--- config.mk ---
export PLATFORM = sky130hd
export DESIGN_NAME = bump_switch_speed_derating
export DESIGN_NICKNAME = d
export VERILOG_FILES = /design/src/bssd_pkg.sv /design/src/bump_switch_speed_derating.sv
export SDC_FILE = /design/constraint.sdc
export NUM_CORES = 2
export LEC_CHECK = 0
export ABC_AREA = 1
export BUFFER_PORTS_ARGS = -buffer_cell sky130_fd_sc_hd__buf_2
export CAP_MARGIN = 20
export CORE_MARGIN = 2
export CORE_UTILIZATION = 55
export DETAILED_ROUTE_END_ITERATION = 10
export PLACE_DENSITY = 0.72
export SLEW_MARGIN = 20
export SYNTH_ARGS = -nofsm -noshare
export SYNTH_HDL_FRONTEND = slang
export SYNTH_SLANG_ARGS = --single-unit
--- constraint.sdc ---
create_clock -name clk -period 21.3 [get_ports clk]
set_input_delay 3.195 -clock clk [delete_from_list [all_inputs] [get_ports clk]]
set_output_delay 3.195 -clock clk [all_outputs]
set_load 0.1 [all_outputs]
--- src/bssd_pkg.sv ---
// ----------------------------------------------------------------------------
// Bump switch speed derating package
// Register indexes, item codes and scaling constants shared by the block.
// ----------------------------------------------------------------------------
`default_nettype none

package bssd_pkg;

    localparam int TIME_W  = 32;
    localparam int DEB_W   = 16;
    localparam int PCT_W   = 7;
    localparam int STICK_W = 8;
    localparam int CFG_W   = 16;

    // Reciprocal of 100 scaled by 2^RECIP_SHIFT; exact for every |stick| * percent here
    localparam int RECIP_SHIFT = 19;
    localparam int RECIP_100   = 5243;
    localparam int SCALE_W     = 20;
    localparam int PROD_W      = STICK_W + SCALE_W;
    localparam int QUOT_W      = 9;

    localparam logic [DEB_W-1:0] DEBOUNCE_RST  = 16'd50;
    localparam logic [PCT_W-1:0] COLLISION_RST = 7'd40;
    localparam logic [PCT_W-1:0] NORMAL_RST    = 7'd100;
    localparam logic [PCT_W-1:0] RAMP_RST      = 7'd12;
    localparam logic [PCT_W-1:0] SPEED_RST     = 7'd100;

    typedef enum logic [1:0] {
        REG_DEBOUNCE  = 2'd0,
        REG_COLLISION = 2'd1,
        REG_NORMAL    = 2'd2,
        REG_RAMP      = 2'd3
    } cfg_idx_t;

    typedef enum logic {
        FUNC_POLL  = 1'b0,
        FUNC_DRIVE = 1'b1
    } func_t;

endpackage

`default_nettype wire

--- src/bump_switch_speed_derating.sv ---
// ----------------------------------------------------------------------------
// Bump switch speed derating
// Debounces two bump switches, ramps each motor's speed percent toward its
// target and scales stick commands by the current percents.
//
// Usage:
//   Input channel (in_valid/in_ready) takes one request per cycle unless
//   stalled by out_ready: a poll request (func = 0) with time and switch
//   levels, or a drive request (func = 1) with two signed stick values.
//   Output channel (out_valid/out_ready) returns one result per request, in
//   order. A request is held in the input register, then in the result
//   register, which drives out_valid. Throughput is one request per cycle
//   while out_ready stays high, set by the input register feeding the result
//   register through a single pass of logic. If the receiver stalls, the
//   result register holds and the input register still takes one more
//   request; in_ready then drops until the result is taken.
//   Reset empties both registers and restores switch levels (open), time
//   stamps (0), targets and speeds (100) and the configuration defaults.
//   Configuration writes (cfg_wr_en, cfg_index, cfg_data) take effect at once;
//   make them only while the block is idle: the block does not enforce it.
// ----------------------------------------------------------------------------
`default_nettype none

module bump_switch_speed_derating
    import bssd_pkg::*;
(
    input  wire logic                      clk,
    input  wire logic                      rst_n,

    input  wire logic                      cfg_wr_en,
    input  wire logic [1:0]                cfg_index,
    input  wire logic [CFG_W-1:0]          cfg_data,

    input  wire logic                      in_valid,
    output logic                           in_ready,
    input  wire logic                      func,
    input  wire logic [TIME_W-1:0]         time_ms,
    input  wire logic                      right_switch,
    input  wire logic                      left_switch,
    input  wire logic signed [STICK_W-1:0] left_stick,
    input  wire logic signed [STICK_W-1:0] right_stick,

    output logic                           out_valid,
    input  wire logic                      out_ready,
    output logic signed [STICK_W-1:0]      left_drive,
    output logic signed [STICK_W-1:0]      right_drive,
    output logic [PCT_W-1:0]               left_percent_now,
    output logic [PCT_W-1:0]               right_percent_now
);

    logic [DEB_W-1:0]          debounce_reg;
    logic [PCT_W-1:0]          collision_reg;
    logic [PCT_W-1:0]          normal_reg;
    logic [PCT_W-1:0]          ramp_reg;

    logic                      in_valid_reg;
    logic                      func_reg;
    logic [TIME_W-1:0]         time_reg;
    logic                      right_sw_reg;
    logic                      left_sw_reg;
    logic signed [STICK_W-1:0] left_stick_reg;
    logic signed [STICK_W-1:0] right_stick_reg;

    logic                      right_level_reg;
    logic                      left_level_reg;
    logic [TIME_W-1:0]         right_stamp_reg;
    logic [TIME_W-1:0]         left_stamp_reg;
    logic [PCT_W-1:0]          left_target_reg;
    logic [PCT_W-1:0]          right_target_reg;
    logic [PCT_W-1:0]          left_speed_reg;
    logic [PCT_W-1:0]          right_speed_reg;
    logic [SCALE_W-1:0]        left_scale_reg;
    logic [SCALE_W-1:0]        right_scale_reg;

    logic                      out_valid_reg;
    logic signed [STICK_W-1:0] left_drive_reg;
    logic signed [STICK_W-1:0] right_drive_reg;
    logic [PCT_W-1:0]          left_pct_reg;
    logic [PCT_W-1:0]          right_pct_reg;

    logic                      out_free;
    logic                      adv;
    logic                      is_poll;
    logic                      right_change;
    logic                      left_change;
    logic                      right_level_next;
    logic                      left_level_next;
    logic [TIME_W-1:0]         right_stamp_next;
    logic [TIME_W-1:0]         left_stamp_next;
    logic [PCT_W-1:0]          left_target_next;
    logic [PCT_W-1:0]          right_target_next;
    logic [PCT_W-1:0]          left_speed_next;
    logic [PCT_W-1:0]          right_speed_next;
    logic [SCALE_W-1:0]        left_scale_next;
    logic [SCALE_W-1:0]        right_scale_next;
    logic signed [STICK_W-1:0] left_drive_next;
    logic signed [STICK_W-1:0] right_drive_next;

    function automatic logic [PCT_W-1:0] ramp_to(
        input logic [PCT_W-1:0] speed,
        input logic [PCT_W-1:0] target,
        input logic [PCT_W-1:0] step
    );
        logic [PCT_W:0] up;
        logic [PCT_W:0] lim;
        logic [PCT_W-1:0] res;
        up  = {1'b0, speed} + {1'b0, step};
        lim = {1'b0, target} + {1'b0, step};
        res = speed;
        priority if (speed < target)
        begin
            res = (up > {1'b0, target}) ? target : up[PCT_W-1:0];
        end
        else if (speed > target)
        begin
            res = ({1'b0, speed} < lim) ? target : (speed - step);
        end
        return res;
    endfunction

    function automatic logic signed [STICK_W-1:0] scale_stick(
        input logic signed [STICK_W-1:0] stick,
        input logic [SCALE_W-1:0]        scale
    );
        logic [STICK_W-1:0] mag;
        logic [PROD_W-1:0]  prod;
        logic [QUOT_W-1:0]  quot;
        logic [QUOT_W-1:0]  neg_q;
        logic signed [STICK_W-1:0] res;
        mag   = stick[STICK_W-1] ? (~stick + 1'b1) : stick;
        prod  = PROD_W'(mag) * PROD_W'(scale);
        quot  = QUOT_W'(prod >> RECIP_SHIFT);
        neg_q = ~quot + 1'b1;
        if (stick[STICK_W-1])
        begin
            res = (quot > QUOT_W'(128)) ? 8'sh80 : neg_q[STICK_W-1:0];
        end
        else
        begin
            res = (quot > QUOT_W'(127)) ? 8'sh7f : quot[STICK_W-1:0];
        end
        return res;
    endfunction

    assign out_free = !out_valid_reg || out_ready;
    assign adv      = in_valid_reg && out_free;
    assign in_ready = !in_valid_reg || out_free;
    assign is_poll  = (func_t'(func_reg) == FUNC_POLL);

    assign right_change = (right_sw_reg != right_level_reg) &&
                          ((time_reg - right_stamp_reg) > TIME_W'(debounce_reg));
    assign left_change  = (left_sw_reg != left_level_reg) &&
                          ((time_reg - left_stamp_reg) > TIME_W'(debounce_reg));

    always_comb
    begin
        right_level_next  = right_level_reg;
        left_level_next   = left_level_reg;
        right_stamp_next  = right_stamp_reg;
        left_stamp_next   = left_stamp_reg;
        left_target_next  = left_target_reg;
        right_target_next = right_target_reg;
        if (right_change)
        begin
            right_level_next = right_sw_reg;
            right_stamp_next = time_reg;
            left_target_next = right_sw_reg ? normal_reg : collision_reg;
        end
        if (left_change)
        begin
            left_level_next   = left_sw_reg;
            left_stamp_next   = time_reg;
            right_target_next = left_sw_reg ? normal_reg : collision_reg;
        end
        left_speed_next  = ramp_to(left_speed_reg, left_target_next, ramp_reg);
        right_speed_next = ramp_to(right_speed_reg, right_target_next, ramp_reg);
        left_scale_next  = SCALE_W'(left_speed_next) * SCALE_W'(RECIP_100);
        right_scale_next = SCALE_W'(right_speed_next) * SCALE_W'(RECIP_100);
        left_drive_next  = scale_stick(left_stick_reg, left_scale_reg);
        right_drive_next = scale_stick(right_stick_reg, right_scale_reg);
    end

    always_ff @(posedge clk or negedge rst_n)
    begin
        if (!rst_n)
        begin
            debounce_reg  <= DEBOUNCE_RST;
            collision_reg <= COLLISION_RST;
            normal_reg    <= NORMAL_RST;
            ramp_reg      <= RAMP_RST;
        end
        else if (cfg_wr_en)
        begin
            unique case (cfg_idx_t'(cfg_index))
                REG_DEBOUNCE:  debounce_reg  <= cfg_data;
                REG_COLLISION: collision_reg <= cfg_data[PCT_W-1:0];
                REG_NORMAL:    normal_reg    <= cfg_data[PCT_W-1:0];
                REG_RAMP:      ramp_reg      <= cfg_data[PCT_W-1:0];
                default:       ramp_reg      <= ramp_reg;
            endcase
        end
    end

    // Input register
    always_ff @(posedge clk or negedge rst_n)
    begin
        if (!rst_n)
        begin
            in_valid_reg <= 1'b0;
        end
        else if (in_ready)
        begin
            in_valid_reg <= in_valid;
        end
    end

    always_ff @(posedge clk)
    begin
        if (in_valid && in_ready)
        begin
            func_reg        <= func;
            time_reg        <= time_ms;
            right_sw_reg    <= right_switch;
            left_sw_reg     <= left_switch;
            left_stick_reg  <= left_stick;
            right_stick_reg <= right_stick;
        end
    end

    // State advances once per poll request as it leaves the input register
    always_ff @(posedge clk or negedge rst_n)
    begin
        if (!rst_n)
        begin
            right_level_reg  <= 1'b1;
            left_level_reg   <= 1'b1;
            right_stamp_reg  <= '0;
            left_stamp_reg   <= '0;
            left_target_reg  <= SPEED_RST;
            right_target_reg <= SPEED_RST;
            left_speed_reg   <= SPEED_RST;
            right_speed_reg  <= SPEED_RST;
            left_scale_reg   <= SCALE_W'(SPEED_RST) * SCALE_W'(RECIP_100);
            right_scale_reg  <= SCALE_W'(SPEED_RST) * SCALE_W'(RECIP_100);
        end
        else if (adv && is_poll)
        begin
            right_level_reg  <= right_level_next;
            left_level_reg   <= left_level_next;
            right_stamp_reg  <= right_stamp_next;
            left_stamp_reg   <= left_stamp_next;
            left_target_reg  <= left_target_next;
            right_target_reg <= right_target_next;
            left_speed_reg   <= left_speed_next;
            right_speed_reg  <= right_speed_next;
            left_scale_reg   <= left_scale_next;
            right_scale_reg  <= right_scale_next;
        end
    end

    // Result register
    always_ff @(posedge clk or negedge rst_n)
    begin
        if (!rst_n)
        begin
            out_valid_reg <= 1'b0;
        end
        else if (out_free)
        begin
            out_valid_reg <= in_valid_reg;
        end
    end

    always_ff @(posedge clk)
    begin
        if (adv)
        begin
            if (is_poll)
            begin
                left_drive_reg  <= '0;
                right_drive_reg <= '0;
                left_pct_reg    <= left_speed_next;
                right_pct_reg   <= right_speed_next;
            end
            else
            begin
                left_drive_reg  <= left_drive_next;
                right_drive_reg <= right_drive_next;
                left_pct_reg    <= left_speed_reg;
                right_pct_reg   <= right_speed_reg;
            end
        end
    end

    assign out_valid         = out_valid_reg;
    assign left_drive        = left_drive_reg;
    assign right_drive       = right_drive_reg;
    assign left_percent_now  = left_pct_reg;
    assign right_percent_now = right_pct_reg;

    a_drive_keeps_speed: assert property (@(posedge clk) disable iff (!rst_n)
        adv && !is_poll |=> $stable(left_speed_reg) && $stable(right_speed_reg))
        else $error("speed changed on a drive request");

    a_idle_keeps_state: assert property (@(posedge clk) disable iff (!rst_n)
        !adv |=> $stable(left_stamp_reg) && $stable(right_stamp_reg) &&
                 $stable(left_level_reg) && $stable(right_level_reg))
        else $error("switch state changed without a request");

    a_ready_when_empty: assert property (@(posedge clk) disable iff (!rst_n)
        !out_valid_reg |-> in_ready)
        else $error("input stalled with an empty result register");

    a_scale_tracks_speed: assert property (@(posedge clk) disable iff (!rst_n)
        left_scale_reg == SCALE_W'(left_speed_reg) * SCALE_W'(RECIP_100) &&
        right_scale_reg == SCALE_W'(right_speed_reg) * SCALE_W'(RECIP_100))
        else $error("scale factor out of step with speed");

    a_ramp_no_overshoot: assert property (@(posedge clk) disable iff (!rst_n)
        adv && is_poll && left_speed_reg <= left_target_next
        |=> left_speed_reg <= left_target_reg)
        else $error("left ramp passed its target");

endmodule

`default_nettype wire

=== Yosys cells after proc, flatten, opt, wreduce, memory -nomap -nowiden ===
Cells that the tools add are included.

* Input bits: 74
* Logic and storage cells: 104
* Register bits: 254

* $mul: 4
* Equality and inequality tests: 5
* Muxes and demuxes: 22
* Add/sub/neg operators: 12
* Magnitude comparators: 14
* Reductions and logical operators: 16
* Bitwise gates (word level): 5

{| class="wikitable"
|+ Operators with widths
! cell !! count
|-
| two-way mux 7 bit || 14
|-
| > comparator 32 x 16 -> 1 bit || 2
|-
| two-way mux 8 bit || 8
|-
| subtractor 32 bit || 2
|-
| multiplier 8 x 20 -> 28 bit || 2
|-
| multiplier 7 x 13 -> 20 bit, second input constant || 2
|-
| adder 7 x 7 -> 8 bit || 4
|-
| adder 8 x 1 -> 8 bit, second input constant || 4
|-
| NOT 8 bit || 4
|-
| > comparator 9 x 7 -> 1 bit, second input constant || 2
|-
| > comparator 9 x 8 -> 1 bit, second input constant || 2
|-
| > comparator 8 x 7 -> 1 bit || 2
|-
| < comparator 7 x 8 -> 1 bit || 2
|-
| > comparator 7 bit || 2
|-
| < comparator 7 bit || 2
|-
| subtractor 7 bit || 2
|-
| AND reduction 2 bit || 6
|-
| logical AND 1 bit || 5
|-
| == test 2 bit, second input constant || 2
|-
| == test 2 x 1 -> 1 bit, second input constant || 1
|-
| zero test 1 bit || 2
|-
| zero test 2 bit || 1
|-
| logical OR 1 bit || 2
|-
| inequality test 1 bit || 2
|-
| NOT 1 bit || 1
|}

=== Longest topological paths before layout ===
* Depth after elaboration: 10
* Depth in mapped cells: 76

=== Worst setup path before layout ===
No wires, ideal clock.

* Kind: register to register
* Start: register time_reg[0]
* End: register left_scale_reg[19]
* Clock period less this slack: 9496 ps
* Arrival: 9420 ps
* Path buffers: 1
* Stages on the path, launching flop included: 64
* Slack: 11804 ps
* Cells stage by stage: edfxtp_1 -> inv_1 -> ha_1 -> fa_1 -> nor2_1 -> or2_1 -> nand3_1 -> nand2_1 -> xor2_1 -> ha_1 -> nand2_1 -> nor2_1 -> nand3_1 -> nor2_1 -> nand4_1 -> nand2_1 -> nand3_1 -> nor2_1 -> [... 28 more ...] -> inv_1 -> ha_1 -> inv_1 -> nor3_1 -> nand2_1 -> nand2_1 -> nand2_1 -> o21ai_0 -> nand2_1 -> o21bai_1 -> a21oi_1 -> o21ai_0 -> nand2_1 -> nand2_1 -> a21o_1 -> nand4_1 -> nand3_1 -> nand2_1

* Cells in the longest elaborated chain, start to end: 10
* Elaborated cells on any way between the ends: 14
* Classes of those cells: 2 x add/sub; 1 x mul; 5 x order compare; 5 x mux; 1 x reduce/logical

{| class="wikitable"
|+ Ends and longest elaborated chain
! item !! RTL line !! RTL
|-
| start: declaration || bump_switch_speed_derating.sv:58 || <nowiki>logic [TIME_W-1:0] time_reg;</nowiki>
|-
| start signal: assignment || bump_switch_speed_derating.sv:222 || <nowiki>time_reg <= time_ms;</nowiki>
|-
| subtractor 32 bit (*) || bump_switch_speed_derating.sv:151 || <nowiki>((time_reg - right_stamp_reg) > TIME_W'(debounce_reg));</nowiki>
|-
| > comparator 32 x 16 -> 1 bit (*) || bump_switch_speed_derating.sv:151 ||
|-
| logical AND 1 bit (*) || bump_switch_speed_derating.sv:150 || <nowiki>assign right_change = (right_sw_reg != right_level_reg) &&</nowiki>
|-
| two-way mux 7 bit (*) || bump_switch_speed_derating.sv:163 || <nowiki>if (right_change)</nowiki>
|-
| net left_target_next[0] || bump_switch_speed_derating.sv:90 || <nowiki>logic [PCT_W-1:0] left_target_next;</nowiki>
|-
| adder 7 x 7 -> 8 bit || bump_switch_speed_derating.sv:108 || <nowiki>lim = {1'b0, target} + {1'b0, step};</nowiki>
|-
| < comparator 7 x 8 -> 1 bit || bump_switch_speed_derating.sv:116 || <nowiki>res = ({1'b0, speed} < lim) ? target : (speed - step);</nowiki>
|-
| two-way mux 7 bit || bump_switch_speed_derating.sv:116 ||
|-
| two-way mux 7 bit || bump_switch_speed_derating.sv:114 || <nowiki>else if (speed > target)</nowiki>
|-
| two-way mux 7 bit (*) || bump_switch_speed_derating.sv:110 || <nowiki>priority if (speed < target)</nowiki>
|-
| net left_speed_next[3] || bump_switch_speed_derating.sv:92 || <nowiki>logic [PCT_W-1:0] left_speed_next;</nowiki>
|-
| multiplier 7 x 13 -> 20 bit (*) || bump_switch_speed_derating.sv:177 || <nowiki>left_scale_next = SCALE_W'(left_speed_next) * SCALE_W'(RECIP_100);</nowiki>
|-
| end signal: assignment || bump_switch_speed_derating.sv:243 || <nowiki>left_scale_reg <= SCALE_W'(SPEED_RST) * SCALE_W'(RECIP_100);</nowiki>
|-
| end signal: assignment || bump_switch_speed_derating.sv:256 || <nowiki>left_scale_reg <= left_scale_next;</nowiki>
|-
| end: declaration || bump_switch_speed_derating.sv:72 || <nowiki>logic [SCALE_W-1:0] left_scale_reg;</nowiki>
|}

The timed path passes the listed nets; every way through them passes the cells marked *.
A chain may end at the register's enable or synchronous reset.

=== Worst setup path after layout ===
* Start: register time_reg[8]
* End: register left_scale_reg[19]

The elaborated chain is that of the path after synthesis.

==> flow_summary.ini <==
[placement]
portBuffers = 105
place_hpwl_microns = 68000
place_ws_ns = 10.37
gp_congestion = 0.971

[sta]
timing.final.crit_period_ns = 11.05
setup_tns_ns = 0
rsz0062_at_grt = false
max_slew_margin_pct = 27.1
worst_pin_slew_ns = 1.09
fin_skew_ns = 0.0293
hold_viol = 0
drv_slew = 0
clock.fmax_mhz = 90.5
worst_slack_ns = 10.25
fin_crit_sh_pct = 51.9
setup_viol = 0

[yosys]
postSynthCellCount = 4262
synth.most_common_cell = nand2_1
syn_area_sq_um = 31400
synth_area_leader_cell = fa_1
async_flop_share_pct = 67.9
synth_area_per_cell_sq_um = 7.37
ys_ff_latch = 252
ys_warn_count = 0
synth_common_cells = nand2_1, inv_1, ha_1
synth_edf_count = 81
syn_nets = 4960
synth_top_area_share_pct = 16.1
yosysSeqAreaShare_pct = 21.5
synth-main-ff-cell = dfrtp_1
synth_cell_types = 59
synthTopCellsByArea = fa_1, ha_1, nand2_1, dfrtp_1, inv_1

[cts]
cts-resized-gates = 0
cts_root_buffer = clkbuf_16
cts_setup_buffers = 0
cts.path.max_buffers = 3
cts_buffers = 34
holdBufCountCts = 0
clock_latency_ns = 0.57
clk_pin_slew_ns = 0.06
cts_tree = yes
htree_levels = 2
cts_num_sinks = 252

[setup_path]
crit_arrival_ns = 11.54
cp-end-kind = flop
crit_type = flop to flop
cp_slowest_stage_delay_ns = 0.54
crit_top_cell = nand2_1
cp_max_fo = 13
worstSetupStartpoint = time_reg[8]
cp_slowest_cell = fa_1
critical_path_required_ns = 21.79
r2r_start = time_reg[8]
crit_path_start_kind = flop

[hold_path]
hp-start = left_target_reg[0]
hp-class = flop to flop

[floorplanning]
start_util_pct = 55.7
die_w_microns = 243
row_count = 87
coreArea_sq_um = 56400
fp.dieArea_sq_um = 59000
die_y_microns = 243
io_pins = 106

[run]
drv_cap = 0

[outcome]
status = completed

[cells_and_area]
fin_nets = 5047
syn2layout_area_growth_pct = 7.89
drive_above_1_share_pct = 7.52
final_core_util_pct = 60.1
fillers = 5303

[routing]
via_count = 27100
drtPass1Iterations = 6
vias_per_cell = 5.28
routed_wl_microns = 83700
drt_iter0_drc = 1685
drc = 0
routedWlPerCell_microns = 16.3
antenna_left = 0

[global_routing]
grtUsageTotal_pct = 28.9
grt_max_degree = 67
grt_pass1_wl_microns = 137000
grt_pass1_vias = 26600
gr-total-overflow = 0
antenna_found_initial = 1
## per-stage QoR
| step | area [sq um] | instances | hold WS (ns) |
|---|---|---|---|
| after global routing | 33900 | 5131 | 0.509 |
| after global placement | 32700 | 5069 | 0.463 |
| final | 33900 | 5132 | 0.485 |
| after floorplan | 31400 | 4262 | 0.449 |
| after detailed placement | 32700 | 5069 | 0.468 |
| after CTS | 33900 | 5131 | 0.483 |
## final cells by class
cell class                 instances  area [sq um]  share of cell area [%]
timing repair buffer             117           624                    1.84
inverter                         878          3300                    9.73
sequential                       252          6750                    19.9
clock inverter                    22           263                   0.776
antenna                            1          2.50                 0.00739
multi-input combinational       3066         21100                    62.3
clock buffer                      40           883                    2.61
tap                              756           946                    2.79
## placed cells by master, fill, tap and decap left out, types with 7 or more instances in the layout
master	synthesis	layout
buf_2	13	104
o21bai_1	20	20
a21o_1	11	11
a31oi_1	12	12
nand4_1	36	36
or2_2	8	8
buf_4	2	12
xor2_1	84	82
nor3_2	7	7
nand2_1	1159	1159
nor3_1	21	21
inv_2	21	23
fa_1	252	252
nand2_2	31	31
nand3_1	143	142
o21ai_0	230	230
o22ai_1	7	7
inv_1	844	843
xnor2_1	24	24
nor2_1	319	316
dfstp_2	30	30
ha_1	372	372
dfrtp_1	141	141
nor2_2	18	18
and2_1	9	9
clkbuf_16	0	34
edfxtp_1	81	81
o211ai_1	21	21
clkinv_1	12	13
nand3b_1	7	7
o21ai_1	21	21
a21oi_1	191	191
## per-layer routing
layer  part of all wire [%]  up-vias  global-route usage, %
li1                       -    13500                      -
met1                     46    12800                   40.8
met2                     44      721                   45.2
met3                    6.9      131                   5.32
met4                    2.9        0                   9.02
met5                      0        -                      0
## cells by family (layout without fill, tap and decap cells)
family | after synthesis | count (layout) | synth area share [%]
adder cells (fa/ha/maj) | 624 | 624 | 30.9
AND/OR/NAND/NOR | 1775 | 1775 | 23.2
other | 0 | 1 | 0
XOR/XNOR | 108 | 108 | 3.01
multiplexers | 4 | 4 | 0.143
buffers and inverters | 944 | 1057 | 11.4
flip-flops | 252 | 252 | 21.5
AO/OA/AOI/OAI | 555 | 555 | 9.86
## final timing paths
kind                                            end  slack (ns)  cells after the start
worst max-delay path             left_scale_reg[19]       10.25                     61
worst min-delay path             left_target_reg[0]        0.48                      2
worst max register to register   left_scale_reg[19]       10.25                     61
worst min register to register   left_target_reg[0]        0.48                      2
max in group asynchronous       right_scale_reg[14]       16.79                      3
min in group asynchronous       right_stamp_reg[22]        2.58                      1
## worst max-delay path: cells and delay by family, from the launching register on
family	cells	cell delay (ns)
flops	1	0.44
fa+ha+maj	10	3.97
xor+xnor	2	0.30
simple gates	29	3.45
buf+inv	6	0.37
compound gates	14	2.38
Power is not shown: default switching activity piles up to over one toggle a cycle in this logic, so the estimate is an artifact.
